**config.mk**
```make
export PLATFORM = sky130hd
export DESIGN_NAME = sorted_timer_event_queue_core
export DESIGN_NICKNAME = d
export VERILOG_FILES = /design/src/rtl/core/steq_pkg.sv /design/src/rtl/core/steq_slot_ram.sv /design/src/rtl/core/steq_ctrl.sv /design/src/rtl/core/sorted_timer_event_queue_core.sv
export SDC_FILE = /design/constraint.sdc
export NUM_CORES = 2
export LEC_CHECK = 0
export BUFFER_PORTS_ARGS = -buffer_cell sky130_fd_sc_hd__buf_2
export CAP_MARGIN = 10
export CORE_UTILIZATION = 59
export CTS_BUF_LIST = sky130_fd_sc_hd__clkbuf_8
export CTS_CLUSTER_SIZE = 24
export DETAILED_ROUTE_END_ITERATION = 7
export GPL_ROUTABILITY_DRIVEN = 0
export PLACE_DENSITY = 0.79
export SLEW_MARGIN = 20
export SYNTH_ARGS = -nofsm -noshare
export SYNTH_HDL_FRONTEND = slang
export SYNTH_SLANG_ARGS = --single-unit
```
**constraint.sdc**
```tcl
create_clock -name clk -period 11.8 [get_ports clk]
set_clock_uncertainty 0.05 [all_clocks]
set_input_delay 0.59 -clock clk [delete_from_list [all_inputs] [get_ports clk]]
set_output_delay 0.59 -clock clk [all_outputs]
set_load 0.02 [all_outputs]
```
**src/rtl/core/steq_pkg.sv**
```systemverilog
`default_nettype none

package steq_pkg;

  localparam int ID_W     = 16;
  localparam int FUNC_W   = 2;
  localparam int STATUS_W = 3;

  // operation codes on func
  localparam logic [FUNC_W-1:0] FUNC_INSERT = 2'd0;
  localparam logic [FUNC_W-1:0] FUNC_REMOVE = 2'd1;
  localparam logic [FUNC_W-1:0] FUNC_TICK   = 2'd2;

  // result status codes
  localparam logic [STATUS_W-1:0] ST_INSERTED  = 3'd0;
  localparam logic [STATUS_W-1:0] ST_FULL      = 3'd1;
  localparam logic [STATUS_W-1:0] ST_REMOVED   = 3'd2;
  localparam logic [STATUS_W-1:0] ST_NOT_FOUND = 3'd3;
  localparam logic [STATUS_W-1:0] ST_FIRED     = 3'd4;

  typedef struct packed {
    logic [STATUS_W-1:0] status;
    logic                none_due;
    logic                last;
  } res_ctrl_t;

endpackage

`default_nettype wire

```
**src/rtl/core/steq_slot_ram.sv**
```systemverilog
`default_nettype none

module steq_slot_ram
  import steq_pkg::*;
#(
  parameter int QUEUE_DEPTH  = 32,
  parameter int TIME_BITS    = 48,
  parameter int PAYLOAD_BITS = 32,
  localparam int IDX_W = $clog2(QUEUE_DEPTH)
) (
  input  wire logic                    clk,
  input  wire logic                    wr_en,
  input  wire logic [IDX_W-1:0]        wr_addr,
  input  wire logic [TIME_BITS-1:0]    wr_time,
  input  wire logic [ID_W-1:0]         wr_id,
  input  wire logic [PAYLOAD_BITS-1:0] wr_pay,
  input  wire logic [IDX_W-1:0]        rd_addr,
  output logic      [TIME_BITS-1:0]    rd_time,
  output logic      [ID_W-1:0]         rd_id,
  output logic      [PAYLOAD_BITS-1:0] rd_pay
);

  localparam int WORD_W = TIME_BITS + ID_W + PAYLOAD_BITS;

  logic [WORD_W-1:0] mem [QUEUE_DEPTH];
  logic [WORD_W-1:0] rd_word;

  always_ff @(posedge clk) begin
    if (wr_en) begin
      mem[wr_addr] <= {wr_time, wr_id, wr_pay};
    end
  end

  always_ff @(posedge clk) begin
    rd_word <= mem[rd_addr];
  end

  assign rd_time = rd_word[WORD_W-1 -: TIME_BITS];
  assign rd_id   = rd_word[PAYLOAD_BITS +: ID_W];
  assign rd_pay  = rd_word[PAYLOAD_BITS-1:0];

endmodule

`default_nettype wire

```
**src/rtl/core/steq_ctrl.sv**
```systemverilog
`default_nettype none

module steq_ctrl
  import steq_pkg::*;
#(
  parameter int QUEUE_DEPTH  = 32,
  parameter int TIME_BITS    = 48,
  parameter int PAYLOAD_BITS = 32,
  localparam int IDX_W = $clog2(QUEUE_DEPTH),
  localparam int CNT_W = $clog2(QUEUE_DEPTH + 1)
) (
  input  wire logic                    clk,
  input  wire logic                    rst,
  input  wire logic                    in_valid,
  output logic                         in_stall,
  input  wire logic [FUNC_W-1:0]       func,
  input  wire logic [ID_W-1:0]         entry_id,
  input  wire logic [TIME_BITS-1:0]    due_time,
  input  wire logic [PAYLOAD_BITS-1:0] payload_tag,
  input  wire logic [TIME_BITS-1:0]    now_time,
  input  wire logic                    out_free,
  output logic                         push,
  output res_ctrl_t                    res_ctrl,
  output logic      [ID_W-1:0]         res_id,
  output logic      [TIME_BITS-1:0]    res_time,
  output logic      [PAYLOAD_BITS-1:0] res_pay,
  output logic      [CNT_W-1:0]        occ,
  output logic      [IDX_W-1:0]        rd_addr,
  input  wire logic [TIME_BITS-1:0]    rd_time,
  input  wire logic [ID_W-1:0]         rd_id,
  input  wire logic [PAYLOAD_BITS-1:0] rd_pay,
  output logic                         wr_en,
  output logic      [IDX_W-1:0]        wr_addr,
  output logic      [TIME_BITS-1:0]    wr_time,
  output logic      [ID_W-1:0]         wr_id,
  output logic      [PAYLOAD_BITS-1:0] wr_pay
);

  localparam int SUM_W = CNT_W + 1;

  localparam logic [3:0] S_IDLE    = 4'd0;
  localparam logic [3:0] S_INS_RD  = 4'd1;
  localparam logic [3:0] S_INS_CHK = 4'd2;
  localparam logic [3:0] S_RM_RD   = 4'd3;
  localparam logic [3:0] S_RM_CHK  = 4'd4;
  localparam logic [3:0] S_SH_RD   = 4'd5;
  localparam logic [3:0] S_SH_WR   = 4'd6;
  localparam logic [3:0] S_TK_RD   = 4'd7;
  localparam logic [3:0] S_TK_CHK  = 4'd8;
  localparam logic [3:0] S_EMIT    = 4'd9;

  localparam logic [CNT_W-1:0] FULL_COUNT = CNT_W'(QUEUE_DEPTH);
  localparam logic [CNT_W-1:0] ONE        = CNT_W'(1);
  localparam logic [CNT_W-1:0] ZERO       = '0;

  logic [3:0]              state;
  logic [3:0]              ret_state;
  logic [IDX_W-1:0]        head;
  logic [CNT_W-1:0]        count;
  logic [CNT_W-1:0]        idx;
  logic                    hold_v;
  logic [FUNC_W-1:0]       op_r;
  logic [ID_W-1:0]         id_r;
  logic [TIME_BITS-1:0]    due_r;
  logic [PAYLOAD_BITS-1:0] pay_r;
  logic [TIME_BITS-1:0]    now_r;

  logic [CNT_W-1:0]        rd_idx;
  logic [TIME_BITS-1:0]    cmp_a;
  logic [TIME_BITS-1:0]    cmp_b;
  logic                    lt;
  logic                    id_hit;

  // logical position to ring slot, head plus offset wrapped once
  function automatic logic [IDX_W-1:0] phys(input logic [IDX_W-1:0] h,
                                            input logic [CNT_W-1:0] off);
    logic [SUM_W-1:0] sum;
    sum = SUM_W'(h) + SUM_W'(off);
    if (sum >= SUM_W'(QUEUE_DEPTH)) begin
      sum = sum - SUM_W'(QUEUE_DEPTH);
    end
    return sum[IDX_W-1:0];
  endfunction

  // one shared comparator: insert asks due < slot, tick asks slot < now
  assign cmp_a  = (op_r == FUNC_INSERT) ? due_r : rd_time;
  assign cmp_b  = (op_r == FUNC_INSERT) ? rd_time : now_r;
  assign lt     = cmp_a < cmp_b;
  assign id_hit = rd_id == id_r;

  assign in_stall = state != S_IDLE;
  assign push     = (state == S_EMIT) && out_free;
  assign occ      = count;

  always_comb begin
    case (state)
      S_INS_RD: rd_idx = idx - ONE;
      S_SH_RD:  rd_idx = idx + ONE;
      S_TK_RD:  rd_idx = ZERO;
      default:  rd_idx = idx;
    endcase
  end

  assign rd_addr = phys(head, rd_idx);

  always_comb begin
    wr_en   = 1'b0;
    wr_addr = phys(head, idx);
    wr_time = due_r;
    wr_id   = id_r;
    wr_pay  = pay_r;
    case (state)
      S_INS_RD: begin
        wr_en = idx == ZERO;
      end
      S_INS_CHK: begin
        wr_en = 1'b1;
        if (lt) begin
          wr_time = rd_time;
          wr_id   = rd_id;
          wr_pay  = rd_pay;
        end
      end
      S_SH_WR: begin
        wr_en   = 1'b1;
        wr_time = rd_time;
        wr_id   = rd_id;
        wr_pay  = rd_pay;
      end
      default: begin
        wr_en = 1'b0;
      end
    endcase
  end

  always_ff @(posedge clk) begin
    if (rst) begin
      state     <= S_IDLE;
      ret_state <= S_IDLE;
      head      <= '0;
      count     <= '0;
      idx       <= '0;
      hold_v    <= 1'b0;
    end else begin
      case (state)
        S_IDLE: begin
          if (in_valid) begin
            op_r  <= func;
            id_r  <= entry_id;
            due_r <= due_time;
            pay_r <= payload_tag;
            now_r <= now_time;
            res_ctrl  <= '{status: ST_INSERTED, none_due: 1'b0, last: 1'b1};
            res_id    <= '0;
            res_time  <= '0;
            res_pay   <= '0;
            ret_state <= S_IDLE;
            case (func)
              FUNC_INSERT: begin
                idx <= count;
                if (count == FULL_COUNT) begin
                  res_ctrl.status <= ST_FULL;
                  state           <= S_EMIT;
                end else begin
                  state <= S_INS_RD;
                end
              end
              FUNC_REMOVE: begin
                idx   <= '0;
                state <= S_RM_RD;
              end
              FUNC_TICK: begin
                hold_v <= 1'b0;
                state  <= S_TK_RD;
              end
              default: begin
                state <= S_IDLE;
              end
            endcase
          end
        end
        S_INS_RD: begin
          if (idx == ZERO) begin
            count <= count + ONE;
            state <= S_EMIT;
          end else begin
            state <= S_INS_CHK;
          end
        end
        S_INS_CHK: begin
          if (lt) begin
            idx   <= idx - ONE;
            state <= S_INS_RD;
          end else begin
            count <= count + ONE;
            state <= S_EMIT;
          end
        end
        S_RM_RD: begin
          if (idx == count) begin
            res_ctrl.status <= ST_NOT_FOUND;
            state           <= S_EMIT;
          end else begin
            state <= S_RM_CHK;
          end
        end
        S_RM_CHK: begin
          if (id_hit) begin
            state <= S_SH_RD;
          end else begin
            idx   <= idx + ONE;
            state <= S_RM_RD;
          end
        end
        S_SH_RD: begin
          if (idx + ONE == count) begin
            count           <= count - ONE;
            res_ctrl.status <= ST_REMOVED;
            state           <= S_EMIT;
          end else begin
            state <= S_SH_WR;
          end
        end
        S_SH_WR: begin
          idx   <= idx + ONE;
          state <= S_SH_RD;
        end
        S_TK_RD: begin
          if (count == ZERO) begin
            res_ctrl  <= '{status: ST_FIRED, none_due: !hold_v, last: 1'b1};
            hold_v    <= 1'b0;
            ret_state <= S_IDLE;
            state     <= S_EMIT;
          end else begin
            state <= S_TK_CHK;
          end
        end
        S_TK_CHK: begin
          if (lt && hold_v) begin
            // another entry is due, so the held one is not the final beat
            res_ctrl.last <= 1'b0;
            hold_v        <= 1'b0;
            ret_state     <= S_TK_RD;
            state         <= S_EMIT;
          end else if (lt) begin
            res_ctrl <= '{status: ST_FIRED, none_due: 1'b0, last: 1'b0};
            res_id   <= rd_id;
            res_time <= rd_time;
            res_pay  <= rd_pay;
            hold_v   <= 1'b1;
            head     <= phys(head, ONE);
            count    <= count - ONE;
            state    <= S_TK_RD;
          end else begin
            res_ctrl  <= '{status: ST_FIRED, none_due: !hold_v, last: 1'b1};
            hold_v    <= 1'b0;
            ret_state <= S_IDLE;
            state     <= S_EMIT;
          end
        end
        S_EMIT: begin
          if (out_free) begin
            state <= ret_state;
          end
        end
        default: begin
          state <= S_IDLE;
        end
      endcase
    end
  end

endmodule

`default_nettype wire

```
**src/rtl/core/sorted_timer_event_queue_core.sv**
```systemverilog
// Timer event queue holding up to QUEUE_DEPTH entries (due time, id, payload
// tag) in a ring of slots kept in due-time order; ties keep arrival order.
// One item is worked at a time and in_stall stays high until its last result
// beat has been handed to the output register. Every slot visit passes through
// a read state and then a check or write state, as the single slot RAM has a
// registered read port and the one time comparator checks one slot per visit:
// an insert shifts the entries after the new one up by one slot, a remove
// searches then shifts down, a full table rejects an insert without a slot
// visit, and a tick fires due entries from the head, or gives one none_due beat
// when nothing is due. Every result beat may wait on out_stall. Slots are not
// cleared after reset and the block is ready at once; only data read from
// slots below the current occupancy is ever used.
`default_nettype none

module sorted_timer_event_queue_core
  import steq_pkg::*;
#(
  parameter int QUEUE_DEPTH  = 32,
  parameter int TIME_BITS    = 48,
  parameter int PAYLOAD_BITS = 32,
  localparam int CNT_W = $clog2(QUEUE_DEPTH + 1),
  localparam int IDX_W = $clog2(QUEUE_DEPTH)
) (
  input  wire logic                    clk,
  input  wire logic                    rst,
  input  wire logic                    in_valid,
  output logic                         in_stall,
  input  wire logic [FUNC_W-1:0]       func,
  input  wire logic [ID_W-1:0]         entry_id,
  input  wire logic [TIME_BITS-1:0]    due_time,
  input  wire logic [PAYLOAD_BITS-1:0] payload_tag,
  input  wire logic [TIME_BITS-1:0]    now_time,
  output logic                         out_valid,
  input  wire logic                    out_stall,
  output logic      [STATUS_W-1:0]     status,
  output logic      [ID_W-1:0]         fired_id,
  output logic      [TIME_BITS-1:0]    fired_time,
  output logic      [PAYLOAD_BITS-1:0] fired_payload,
  output logic                         none_due,
  output logic      [CNT_W-1:0]        occupancy,
  output logic                         last
);

  logic                    out_free;
  logic                    push;
  res_ctrl_t               res_ctrl;
  logic [ID_W-1:0]         res_id;
  logic [TIME_BITS-1:0]    res_time;
  logic [PAYLOAD_BITS-1:0] res_pay;
  logic [CNT_W-1:0]        occ;

  logic [IDX_W-1:0]        rd_addr;
  logic [TIME_BITS-1:0]    rd_time;
  logic [ID_W-1:0]         rd_id;
  logic [PAYLOAD_BITS-1:0] rd_pay;
  logic                    wr_en;
  logic [IDX_W-1:0]        wr_addr;
  logic [TIME_BITS-1:0]    wr_time;
  logic [ID_W-1:0]         wr_id;
  logic [PAYLOAD_BITS-1:0] wr_pay;

  assign out_free = !out_valid || !out_stall;

  steq_slot_ram #(
    .QUEUE_DEPTH (QUEUE_DEPTH),
    .TIME_BITS   (TIME_BITS),
    .PAYLOAD_BITS(PAYLOAD_BITS)
  ) u_slot_ram (
    .clk    (clk),
    .wr_en  (wr_en),
    .wr_addr(wr_addr),
    .wr_time(wr_time),
    .wr_id  (wr_id),
    .wr_pay (wr_pay),
    .rd_addr(rd_addr),
    .rd_time(rd_time),
    .rd_id  (rd_id),
    .rd_pay (rd_pay)
  );

  steq_ctrl #(
    .QUEUE_DEPTH (QUEUE_DEPTH),
    .TIME_BITS   (TIME_BITS),
    .PAYLOAD_BITS(PAYLOAD_BITS)
  ) u_ctrl (
    .clk        (clk),
    .rst        (rst),
    .in_valid   (in_valid),
    .in_stall   (in_stall),
    .func       (func),
    .entry_id   (entry_id),
    .due_time   (due_time),
    .payload_tag(payload_tag),
    .now_time   (now_time),
    .out_free   (out_free),
    .push       (push),
    .res_ctrl   (res_ctrl),
    .res_id     (res_id),
    .res_time   (res_time),
    .res_pay    (res_pay),
    .occ        (occ),
    .rd_addr    (rd_addr),
    .rd_time    (rd_time),
    .rd_id      (rd_id),
    .rd_pay     (rd_pay),
    .wr_en      (wr_en),
    .wr_addr    (wr_addr),
    .wr_time    (wr_time),
    .wr_id      (wr_id),
    .wr_pay     (wr_pay)
  );

  // output register, loaded only when empty or being taken
  always_ff @(posedge clk) begin
    if (rst) begin
      out_valid <= 1'b0;
    end else if (push) begin
      out_valid <= 1'b1;
    end else if (!out_stall) begin
      out_valid <= 1'b0;
    end
  end

  always_ff @(posedge clk) begin
    if (push) begin
      status        <= res_ctrl.status;
      none_due      <= res_ctrl.none_due;
      last          <= res_ctrl.last;
      fired_id      <= res_id;
      fired_time    <= res_time;
      fired_payload <= res_pay;
      occupancy     <= occ;
    end
  end

endmodule

`default_nettype wire

```
==> metrics.md <==
| Metric | Value |
|---|---|
| Status | `finished, violations left` |
| Failing checks | `DRC` |
| Most numerous cell on the critical path | `buf_4` |
| CP peak stage delay | `0.85 ns` |
| Clk pin slew, worst setup/hold paths | `0.06 ns` |
| Initial antenna violation count | `11` |
| Slowest CP cell | `buf_4` |
| Layout cell share with drive strength beyond 1 | `25.1%` |
| GRT Util Overall | `29.7%` |
| Core area | `0.230 mm2` |
| Top delay family on crit path | `buffers and inverters` |
| Ys Warns | `0` |
| Top_reg_cell synth | `edfxtp_1` |
| RSZ-0062 raised after global routing | `false` |
| Final hold violations | `0` |
| Inst Count DP | `9933` |
| Area Growth Syn to Fin | `12.3%` |
| Async SR Flop Fraction | `0%` |
| # IOs | `259` |
| Routed Antenna Nets | `0` |
| Vias/cell | `6.59` |
| Syn Nets | `7127` |
| Worst VDD drop | `0.399 mV` |
| Tmin final | `7.71 ns` |
| Root Buffer | `clkbuf_8` |
| Flops & latches, synth | `3546` |
| Drt first pass iters | `8` |
| Routed WL | `345 mm` |
| CTS tree | `done` |
| Worst setup EP type | `flop` |
| Site Rows | `176` |
| EDFF count, synth | `3426` |
| CP Max Fanout | `48` |
| Finished Core Util | `66.6%` |
| Final layout net count | `7833` |
| Seq/Total Area, Yosys | `77.2%` |
| Wirelength per Cell | `31.2 um` |
| Worst path bufs/invs | `5` |
| Max_slew headroom | `17.3%` |
| DR iter-0 viols | `11.3k` |
| Crit Path Category | `flop to flop` |
| Power density over the cells | `265 mW/mm2` |
| Total number of vias | `72.9k` |
| Max Clk Rate | `0.130 GHz` |
| Worst hold-check path type | `input pin to flop` |
| Total die area | `0.233 mm2` |
| Vertical die dimension | `483 um` |
| Least-Margin Pin Slew | `1.24 ns` |
| Clock insertion delay at the later pin of the skew report | `1.13 ns` |
| Worst EP required | `12.50 ns` |
| TritonCTS buffer count | `553` |
| Setup crit start kind | `flop` |
| Vias in the first global route | `72.4k` |
| Synth Instances | `6907` |
| Buffers on Ports | `258` |
| Max_cap viols | `0` |
| Mapped cell area | `0.136 mm2` |
| Mean post-synth cell area | `19.7 um2` |
| GR Overflow Total | `0` |
| Fin cells | `11.1k` |
| First-pass GRT wire length | `491 mm` |
| Clock sink count | `3546` |
| Htree depth | `6` |
| Crit path DAT | `8.41 ns` |
| Yosys cell types | `71` |
| Setup TNS | `0 ns` |
| Width of the die | `483 um` |
| Initial cell density of the core | `59.3%` |
| DP HPWL | `157 mm` |
| CP Cell Sequence | `nor2_4 > buf_4 > buf_4 > mux2_2 > ha_1 > and4_1 > nor4bb_1 > nand4_1 > a21oi_1 > nor4_4 > o211ai_4 > buf_4 > buf_4 > buf_4 > mux2_2` |
| Largest net degree at the start of global routing | `159` |
| Final period utilization | `65.3%` |
| Final setup viols | `0` |
| Static Leakage | `50.6 nW` |
| Final Slew Violations | `0` |
| CTS max path bufs | `4` |
| DRC violations left | `4` |
| Post-CTS Setup Bufs | `0` |
-- path summary, 6_finish.rpt --
kind	startpoint	end	slack (ns)	depth (start not counted)
worst max register to register	u_ctrl.op_r[1]	u_slot_ram.mem[19][24]	4.09	15
worst max-delay path	u_ctrl.op_r[1]	u_slot_ram.mem[19][24]	4.09	15
worst min register to register	u_ctrl.res_time[3]	fired_time[3]	0.34	0
worst min-delay path	payload_tag[28]	u_ctrl.pay_r[28]	0.12	2
-- placed cells by master, fill, tap and decap left out, types with 121 or more instances in the layout --
cell and count:
buf_2 258, clkbuf_8 593, dlygate4sd3_1 150, edfxtp_1 3426, inv_1 232, mux2_2 146
mux4_2 768, nand2_1 914, nand3_1 497, o21ai_0 121
-- routing by layer --
layer / part of all wire, % / wire (um) / vias to the layer above / global-route usage (%)
met3: 13 / 45800 / 776 / 6.91
met4: 3.5 / 12100 / 2 / 11.3
met1: 36 / 123000 / 37200 / 41.3
met2: 48 / 164000 / 5736 / 46.3
li1: - / - / 29200 / -
met5: 0.0038 / 13 / - / 0
-- per-stage QoR --
| stage | hold slack (ns) | setup slack (ns) | total power, mW | instance area (um2) |
|---|---|---|---|---|
| floorplan | 0.350 | 0.717 | 27.3 | 136000 |
| global placement | 0.350 | 4.45 | 30.8 | 141000 |
| detailed placement | 0.355 | 4.28 | 31.2 | 142000 |
| CTS | 0.0304 | 4.22 | 40.6 | 153000 |
| global route | 0.0829 | 3.89 | 42.3 | 153000 |
| finish | 0.115 | 4.09 | 40.6 | 153000 |
-- worst register-to-register path: cells and delay by family, from the launching register on --
family                     cells  cell delay [ns]
DFF                            1             0.43
muxes                          2             1.09
adders and majority gates      1             0.31
AOI/OAI and AO/OA              2             0.49
buffers and inverters          5             3.55
and+or+nand+nor                5             1.42
-- flip-flops by register name, indices dropped and copies added, names as in the netlist, 3 cells and up --
| register | count |
|---|---|
| fired_payload | 32 |
| u_slot_ram.rd_word | 96 |
| fired_id | 16 |
| u_ctrl.due_r | 48 |
| u_ctrl.res_ctrl | 5 |
| u_ctrl.res_id | 16 |
| u_ctrl.occ | 6 |
| u_ctrl.now_r | 48 |
| u_ctrl.id_r | 16 |
| u_slot_ram.mem | 3072 |
| occupancy | 6 |
| u_ctrl.head | 5 |
| u_ctrl.state | 4 |
| u_ctrl.idx | 6 |
| status | 3 |
| fired_time | 48 |
| u_ctrl.res_time | 48 |
| u_ctrl.res_pay | 32 |
| u_ctrl.pay_r | 32 |
-- cells in the mapped netlist (all sizes together) (8+ instances only) --
master  number  area share (%)
nor4         8           0.052
nand4       10           0.046
xnor2       18            0.12
nand3      498             1.8
inv         18           0.050
a21oi       59            0.22
nand2      914             2.5
mux2       146             1.2
a21o         8           0.044
mux2i       49            0.36
o21ai      124            0.46
and2        98            0.45
nor2        80            0.22
edfxtp    3426              75
dfxtp      120             1.8
nor3        10           0.037
mux4       768              13
a221oi       9           0.062
buf        131            0.48
xor2        32            0.21
clkbuf     238            0.66
ha          67            0.61
-- what timing repair did --
action                    4_1_cts  5_1_grt
hold endpoints to repair      184        0
hold buffers                  150        0
resized for setup               0        0
-- logic make-up (layout without fill, tap and decap cells) --
group / after synthesis / in the layout / synth area share (%)
DFF: 3546 / 3546 / 77.2
and+or+nand+nor: 1655 / 1655 / 5.36
muxes: 963 / 963 / 14.3
buffers and inverters: 388 / 1513 / 1.18
AOI/OAI and AO/OA: 235 / 235 / 0.990
adders and majority gates: 70 / 70 / 0.659
xor gates and xnor gates: 50 / 50 / 0.321
other: 0 / 2 / 0
-- final cells by class --
class | instances | area [um2]
timing repair buffer | 520 | 4110
sequential | 3546 | 105000
antenna | 2 | 5.00
fill | 14100 | 76900
tap | 3026 | 3790
clock inverter | 381 | 1820
clock buffer | 593 | 8160
multi-input combinational | 2973 | 29800
inverter | 19 | 71.3
-- power by group --
group          internal [mW]  switching [mW]
logic                   5.99            8.61
registers               15.9           0.557
clock network           4.81            4.66
(Power assumes the default switching activity.)
